--- config.mk ---
export PLATFORM = sky130hd
export DESIGN_NAME = location_slot_allocator
export DESIGN_NICKNAME = d
export VERILOG_FILES = /design/src/rtl/core/lsa_pkg.sv /design/src/rtl/core/lsa_ctrl.sv /design/src/rtl/core/lsa_datapath.sv /design/src/rtl/core/location_slot_allocator.sv
export SDC_FILE = /design/constraint.sdc
export NUM_CORES = 2
export LEC_CHECK = 0
export BUFFER_PORTS_ARGS = -buffer_cell sky130_fd_sc_hd__buf_4
export CORE_UTILIZATION = 60
export DETAILED_ROUTE_END_ITERATION = 10
export PLACE_DENSITY = 0.76
export SYNTH_ARGS = -nofsm -noshare
export SYNTH_HDL_FRONTEND = slang
export SYNTH_HIERARCHICAL = 1
export SYNTH_SLANG_ARGS = --single-unit
--- constraint.sdc ---
create_clock -name clk -period 17.6 [get_ports clk]
set_input_delay 1.76 -clock clk [delete_from_list [all_inputs] [get_ports clk]]
set_output_delay 1.76 -clock clk [all_outputs]
set_load 0.01 [all_outputs]
--- src/rtl/core/lsa_pkg.sv ---
package lsa_pkg;

    // Default sizing, handed to the top level parameters
    localparam int CAPACITY_DEF      = 256;
    localparam int ADDRESS_WIDTH_DEF = 64;

    // Fixed field widths of the channel payloads
    localparam int SLOT_FIELD_W = 8;
    localparam int ADDR_FIELD_W = 64;

    // Operation codes
    localparam logic OP_GET  = 1'b0;
    localparam logic OP_FREE = 1'b1;

    typedef struct packed {
        logic                    opcode;
        logic [SLOT_FIELD_W-1:0] slot_in;
        logic                    slot_in_null;
        logic [ADDR_FIELD_W-1:0] address;
    } lsa_in_t;

    typedef struct packed {
        logic [SLOT_FIELD_W-1:0] slot_out;
        logic                    granted;
        logic                    exhausted;
        logic                    definalize;
    } lsa_out_t;

    typedef enum logic [0:0] {
        ST_IDLE,
        ST_EXEC
    } lsa_state_t;

    // Controller to datapath
    typedef struct packed {
        logic capture;
        logic commit;
    } lsa_cmd_t;

    // Datapath to controller
    typedef struct packed {
        logic out_free;
    } lsa_status_t;

endpackage

--- src/rtl/core/lsa_ctrl.sv ---
module lsa_ctrl
    import lsa_pkg::*;
(
    input  logic        clk,
    input  logic        rst_n,
    input  logic        in_valid,
    output logic        in_ready,
    input  lsa_status_t status,
    output lsa_cmd_t    cmd
);

    lsa_state_t state_reg;
    lsa_state_t state_next;

    // Hold the current state
    always_ff @(posedge clk or negedge rst_n)
    begin
        if (!rst_n)
        begin
            state_reg <= ST_IDLE;
        end
        else
        begin
            state_reg <= state_next;
        end
    end

    // Advance after a transfer in, return once the result is committed
    always_comb
    begin
        state_next = state_reg;
        unique case (state_reg)
            ST_IDLE:
            begin
                if (in_valid)
                begin
                    state_next = ST_EXEC;
                end
            end
            ST_EXEC:
            begin
                if (status.out_free)
                begin
                    state_next = ST_IDLE;
                end
            end
            default:
            begin
                state_next = ST_IDLE;
            end
        endcase
    end

    // Drive handshake and datapath commands
    always_comb
    begin
        in_ready    = 1'b0;
        cmd.capture = 1'b0;
        cmd.commit  = 1'b0;
        unique case (state_reg)
            ST_IDLE:
            begin
                in_ready    = 1'b1;
                cmd.capture = in_valid;
            end
            ST_EXEC:
            begin
                cmd.commit = status.out_free;
            end
            default:
            begin
                in_ready = 1'b0;
            end
        endcase
    end

endmodule

--- src/rtl/core/lsa_datapath.sv ---
module lsa_datapath
    import lsa_pkg::*;
#(
    parameter int CAPACITY      = CAPACITY_DEF,
    parameter int ADDRESS_WIDTH = ADDRESS_WIDTH_DEF
)
(
    input  logic        clk,
    input  logic        rst_n,
    input  lsa_in_t     in_data,
    input  lsa_cmd_t    cmd,
    output lsa_status_t status,
    output logic        out_valid,
    input  logic        out_ready,
    output lsa_out_t    out_data
);

    localparam int SLOT_W = (CAPACITY > 1) ? $clog2(CAPACITY) : 1;
    localparam int CNT_W  = $clog2(CAPACITY + 1);
    localparam int EXT_W  = (CNT_W > SLOT_FIELD_W) ? CNT_W : SLOT_FIELD_W;

    // Link entry: top bit marks the stack bottom, the rest is the slot below
    typedef logic [SLOT_W:0] link_t;

    lsa_in_t                  item_reg;
    logic [CNT_W-1:0]         fresh_next_reg;
    logic [CNT_W-1:0]         fresh_next_next;
    logic [SLOT_W-1:0]        reuse_top_reg;
    logic [SLOT_W-1:0]        reuse_top_next;
    logic                     reuse_empty_reg;
    logic                     reuse_empty_next;
    logic [ADDRESS_WIDTH-1:0] last_addr_reg;
    logic [ADDRESS_WIDTH-1:0] last_addr_next;
    link_t                    link_mem_reg [CAPACITY];
    link_t                    rd_data_reg;
    lsa_out_t                 out_data_reg;
    lsa_out_t                 result;
    logic                     out_valid_reg;

    logic [ADDRESS_WIDTH-1:0] item_addr;
    logic [EXT_W-1:0]         slot_ext;
    logic [SLOT_W-1:0]        push_idx;
    logic                     push_en;
    link_t                    push_link;
    logic                     addr_match;
    logic [SLOT_W-1:0]        got;

    // Hold the accepted item
    always_ff @(posedge clk)
    begin
        if (cmd.capture)
        begin
            item_reg <= in_data;
        end
    end

    // Link memory: read the top entry at capture, write on a push commit
    always_ff @(posedge clk)
    begin
        if (cmd.capture)
        begin
            rd_data_reg <= link_mem_reg[reuse_top_reg];
        end
        if (cmd.commit && push_en)
        begin
            link_mem_reg[push_idx] <= push_link;
        end
    end

    // Decode the item against the allocator state
    always_comb
    begin
        item_addr  = item_reg.address[ADDRESS_WIDTH-1:0];
        slot_ext   = EXT_W'(item_reg.slot_in);
        push_idx   = slot_ext[SLOT_W-1:0];
        push_link  = reuse_empty_reg ? {1'b1, {SLOT_W{1'b0}}} : {1'b0, reuse_top_reg};
        addr_match = (item_addr == last_addr_reg);
        push_en    = 1'b0;
        got        = '0;

        fresh_next_next  = fresh_next_reg;
        reuse_top_next   = reuse_top_reg;
        reuse_empty_next = reuse_empty_reg;
        last_addr_next   = last_addr_reg;
        result           = '0;

        case (item_reg.opcode)
            OP_FREE:
            begin
                last_addr_next = item_addr;
                if (!item_reg.slot_in_null && (slot_ext < EXT_W'(CAPACITY)))
                begin
                    push_en          = 1'b1;
                    reuse_top_next   = push_idx;
                    reuse_empty_next = 1'b0;
                end
            end
            default:
            begin
                if (!reuse_empty_reg)
                begin
                    // Pop: the slot below comes from the read done at capture
                    got            = reuse_top_reg;
                    result.granted = 1'b1;
                    if (rd_data_reg[SLOT_W])
                    begin
                        reuse_empty_next = 1'b1;
                        reuse_top_next   = '0;
                    end
                    else
                    begin
                        reuse_top_next = rd_data_reg[SLOT_W-1:0];
                    end
                end
                else if (fresh_next_reg < CNT_W'(CAPACITY))
                begin
                    got             = fresh_next_reg[SLOT_W-1:0];
                    result.granted  = 1'b1;
                    fresh_next_next = fresh_next_reg + CNT_W'(1);
                end
                else
                begin
                    result.exhausted = 1'b1;
                end

                if (result.granted)
                begin
                    result.slot_out   = SLOT_FIELD_W'(got);
                    result.definalize = addr_match;
                    if (!addr_match)
                    begin
                        last_addr_next = '0;
                    end
                end
            end
        endcase
    end

    // Update allocator state on commit
    always_ff @(posedge clk or negedge rst_n)
    begin
        if (!rst_n)
        begin
            fresh_next_reg  <= '0;
            reuse_top_reg   <= '0;
            reuse_empty_reg <= 1'b1;
            last_addr_reg   <= '0;
        end
        else if (cmd.commit)
        begin
            fresh_next_reg  <= fresh_next_next;
            reuse_top_reg   <= reuse_top_next;
            reuse_empty_reg <= reuse_empty_next;
            last_addr_reg   <= last_addr_next;
        end
    end

    // Output register: load on commit, drop after the transfer out
    always_ff @(posedge clk or negedge rst_n)
    begin
        if (!rst_n)
        begin
            out_valid_reg <= 1'b0;
        end
        else if (cmd.commit)
        begin
            out_valid_reg <= 1'b1;
        end
        else if (out_ready)
        begin
            out_valid_reg <= 1'b0;
        end
    end

    always_ff @(posedge clk)
    begin
        if (cmd.commit)
        begin
            out_data_reg <= result;
        end
    end

    assign status.out_free = !out_valid_reg || out_ready;
    assign out_valid       = out_valid_reg;
    assign out_data        = out_data_reg;

endmodule

--- src/rtl/core/location_slot_allocator.sv ---
// Slot allocator with a LIFO reuse stack in front of a fresh-slot counter.
// Input channel (in_valid/in_ready/in_data): a get (opcode OP_GET) or a free
// (OP_FREE) carrying slot_in, slot_in_null and the address. Output channel
// (out_valid/out_ready/out_data): exactly one result per item; a free returns
// all zero, a get returns the granted slot or the exhausted flag.
// An item transferred in is held in the item register; its result is
// committed to the output register once that register is free. A new item
// is taken only after the previous one is committed. The link memory read
// that yields the slot below the reuse stack top is registered at capture.
// The block works on one item at a time. The next item is taken while the
// previous result still waits in the output register; when the receiver
// stalls, the item in work holds until the output register frees up, and
// input stays blocked behind it.
// Reset empties the reuse stack, restarts the fresh counter at slot 0 and
// clears the freed-address record. The link memory needs no clearing: only
// entries written by a push are ever used.
module location_slot_allocator
    import lsa_pkg::*;
#(
    parameter int CAPACITY      = CAPACITY_DEF,
    parameter int ADDRESS_WIDTH = ADDRESS_WIDTH_DEF
)
(
    input  logic     clk,
    input  logic     rst_n,
    input  logic     in_valid,
    output logic     in_ready,
    input  lsa_in_t  in_data,
    output logic     out_valid,
    input  logic     out_ready,
    output lsa_out_t out_data
);

    lsa_cmd_t    cmd;
    lsa_status_t status;

    lsa_ctrl u_ctrl (
        .clk      (clk),
        .rst_n    (rst_n),
        .in_valid (in_valid),
        .in_ready (in_ready),
        .status   (status),
        .cmd      (cmd)
    );

    lsa_datapath #(
        .CAPACITY      (CAPACITY),
        .ADDRESS_WIDTH (ADDRESS_WIDTH)
    ) u_datapath (
        .clk       (clk),
        .rst_n     (rst_n),
        .in_data   (in_data),
        .cmd       (cmd),
        .status    (status),
        .out_valid (out_valid),
        .out_ready (out_ready),
        .out_data  (out_data)
    );

endmodule

==> results.py <==
metrics = {
    "critical_path": {
        "crit_fanout": 128,
        "cp-start-kind": "flop",
        "critPathRequiredTime_ns": 18.17,
        "endpoint_kind": "flop",
        "cp_cell_sequence": "buf_4 > buf_12 > buf_4 > buf_4 > mux4_2 > nand2b_1 > a22oi_1 > nor3_1 > nor4_1 > nor4_2",
        "slowest_delay_ns": 1.22,
        "worst_path_most_repeated_cell": "buf_4",
        "critPathKind": "reg2reg",
        "crit_slowest_cell": "nor4_1",
        "cp.arrival_ns": 6.86,
    },
    "clocking": {
        "cts.sinks": 2482,
        "clk_pin_slew_worst_paths_ns": 0.06,
        "clockRootBuffer": "clkbuf_16",
        "cts_buffers": 225,
        "clockBufferDepth": 3,
        "cts_setup_buffers": 0,
        "cts_tree": "yes",
        "cts_resized": 0,
        "cts_max_level": 4,
        "insertion_delay_ns": 0.87,
        "cts_hold_buf": 0,
    },
    "sta": {
        "tns_ns": 0,
        "clock_skew_ns": 0.0432,
        "max-slew-margin-rel_pct": 0.984,
        "finalCritPeriodShare_pct": 35.8,
        "fmax_ghz": 0.159,
        "fin_crit_ns": 6.30,
        "hold_violations": 0,
        "rsz0062_at_grt": "no",
        "worstMarginPinSlew_ns": 1.47,
        "drv_slew": 0,
        "holdWs_ns": 0.497,
        "setup_viol": 0,
        "fin_ws_ns": 11.30,
    },
    "outcome": {
        "violations": "capacitance limit",
        "status": "complete, but fails checks",
    },
    "yosys": {
        "seq_area_frac_synth_pct": 76.9,
        "async_reset_ff_share_pct": 3.38,
        "ys_types": 64,
        "synthFlopType": "edfxtp_1",
        "syn-num-nets": 4839,
        "synth-edff-count": 2398,
        "ys_ff_latch": 2482,
        "synth_cells": 4760,
        "syn_area_um2": 96400,
        "yosysWarnings": 6,
        "syn_area_per_cell_um2": 20.3,
    },
    "power": {
        "swShare_pct": 30.6,
        "p_switching_w": 0.00501,
        "pwr-share-clk_pct": 29.5,
        "p_int_w": 0.0114,
        "p_seq_share_pct": 44.4,
        "leakage_nw": 34.0,
        "max-vdd-ir-drop_mv": 0.170,
        "power-per-cell-area_nw_per_um2": 154,
        "comb_power_share_pct": 26.1,
    },
    "detailed_routing": {
        "via_count": 49500,
        "wire_per_inst_um": 32.5,
        "first_pass_iters": 9,
        "detail-route-antenna-nets": 0,
        "drt_iter0_markers": 7520,
        "vias_per_cell": 6.92,
        "drcViolationCount": 0,
        "routed_wl_um": 233000,
    },
    "job": {
        "drv_cap": 1,
    },
    "final_layout": {
        "area_growth_pct": 10.2,
        "fill_cells": 9696,
        "final_common_cell": "edfxtp_1",
        "fin_util_pct": 66.9,
        "drive_gt1_share_pct": 20.1,
        "largest_reg_flops": 2304,
        "final_cell_mix": "2398 x edfxtp_1, 480 x mux4_2, 323 x nor2_1",
        "regArea_um2": 74100,
        "nNetsFinal": 4967,
        "multi_input_area_um2": 20600,
    },
    "placement": {
        "dp_slack_ns": 11.43,
        "hpwl_um": 134000,
        "gp_congestion": 0.862,
        "io_buffers": 90,
    },
    "floorplan": {
        "start_util_pct": 60.7,
        "rows": 146,
        "die-area_um2": 162000,
        "fp.dieW_um": 403,
        "core_um2": 159000,
        "die_h_um": 403,
        "io_pins": 91,
    },
    "grt": {
        "grt_pass1_wl_um": 338000,
        "grt_pass1_vias": 49100,
        "overflow": 0,
        "antenna_found_initial": 3,
        "grtUsageTotal_pct": 29.0,
        "grt_max_degree": 237,
    },
    "hold_path": {
        "hold_class": "reg2reg",
    },
}
==> power by group through the flow <==
stage          Clock (W)  Combinational [W]  Sequential (W)
5_1_grt          0.00508            0.00448         0.00730
4_1_cts          0.00488            0.00423         0.00728
2_1_floorplan          0            0.00291         0.00744
3_5_place_dp           0            0.00419         0.00741
6_report         0.00483            0.00428         0.00729
3_3_place_gp           0            0.00412         0.00740
==> worst max-delay path, delay by kind of cell, from the launching register on <==
family / cells / cell delay [ns]
mux: 1 / 0.41
buf+inv: 4 / 2.64
compound gates: 1 / 0.17
simple gates: 4 / 1.60
flops: 1 / 0.86
==> cell type report <==
class	count	area share [%]
clock buffers	289	5.63
well taps	2072	2.44
repair buffers	182	1.38
diodes	8	0.0188
flip-flops and latches	2482	69.8
clock inverters	132	1.18
inverters	67	0.237
multi-input cells	1930	19.4
==> path summary, 6_finish.rpt <==
kind	start	slack, ns	cells after the start	end
setup / recovery	u_datapath/reuse_top_reg[1]$_DFFE_PN0P_	11.30	10	u_datapath/rd_data_reg[7]$_DFFE_PP_
hold / removal	u_datapath/fresh_next_reg[8]$_DFFE_PN0P_	0.50	1	u_datapath/fresh_next_reg[8]$_DFFE_PN0P_
setup reg to reg	u_datapath/reuse_top_reg[1]$_DFFE_PN0P_	11.30	10	u_datapath/rd_data_reg[7]$_DFFE_PP_
hold reg to reg	u_datapath/fresh_next_reg[8]$_DFFE_PN0P_	0.50	1	u_datapath/fresh_next_reg[8]$_DFFE_PN0P_
max in group asynchronous	rst_n	15.54	2	u_datapath/reuse_top_reg[3]$_DFFE_PN0P_
min in group asynchronous	rst_n	0.90	1	u_datapath/last_addr_reg[46]$_DFFE_PN0P_
==> stage by stage <==
| stage | instance area [µm²] | std cells | power, W |
|---|---|---|---|
| after CTS | 106000 | 7154 | 0.0164 |
| after floorplan | 96400 | 4760 | 0.0103 |
| final | 106000 | 7162 | 0.0164 |
| after global routing | 106000 | 7154 | 0.0169 |
| after detailed placement | 99000 | 6733 | 0.0116 |
| after global placement | 99000 | 6733 | 0.0115 |
==> Yosys cell counts, types with 7 or more instances <==
library cell	instances	area share (%)
mux2_2	17	0.20
buf_8	7	0.11
nor3_1	19	0.099
a221oi_1	17	0.15
buf_6	25	0.29
a21oi_1	122	0.63
o21ai_1	10	0.052
a211oi_1	14	0.11
nand4_1	9	0.058
o221ai_1	33	0.30
buf_4	46	0.36
nand3_1	18	0.093
buf_1	7	0.027
o21ai_0	127	0.66
nor2_1	327	1.3
mux2i_1	154	1.6
nand2b_1	18	0.12
a22o_1	9	0.082
a2bb2oi_1	64	0.58
mux4_2	480	11
clkbuf_1	132	0.51
inv_1	66	0.26
nand2_1	54	0.21
xor2_1	66	0.60
nor2b_1	22	0.14
edfxtp_1	2398	75
o22ai_1	30	0.19
dfrtp_1	83	2.2
a22oi_1	168	1.3
a2111oi_0	9	0.082
mux4_1	15	0.41
nor4_1	52	0.34
buf_2	58	0.30
a221o_1	12	0.12
==> cells by family (layout without fill, tap and decap cells) <==
group                    Yosys count  count (layout)  synth area share [%]
AO/OA/AOI/OAI                    639             639                  4.50
adder cells (fa/ha/maj)            1               1                0.0130
other                              0               8                     0
buffers and inverters            348             670                  1.96
XOR/XNOR                          71              71                 0.645
AND/OR/NAND/NOR                  553             553                  2.61
multiplexers                     666             666                  13.4
flip-flops                      2482            2482                  76.9
==> routing by layer <==
metal  GRT usage [%]  share of wire (%)
met1            41.9                 37
met2            43.7                 46
met3            7.81                 13
met4            9.17                3.2
met5               0              0.012
No activity file was read; power rests on OpenSTA's default activity.
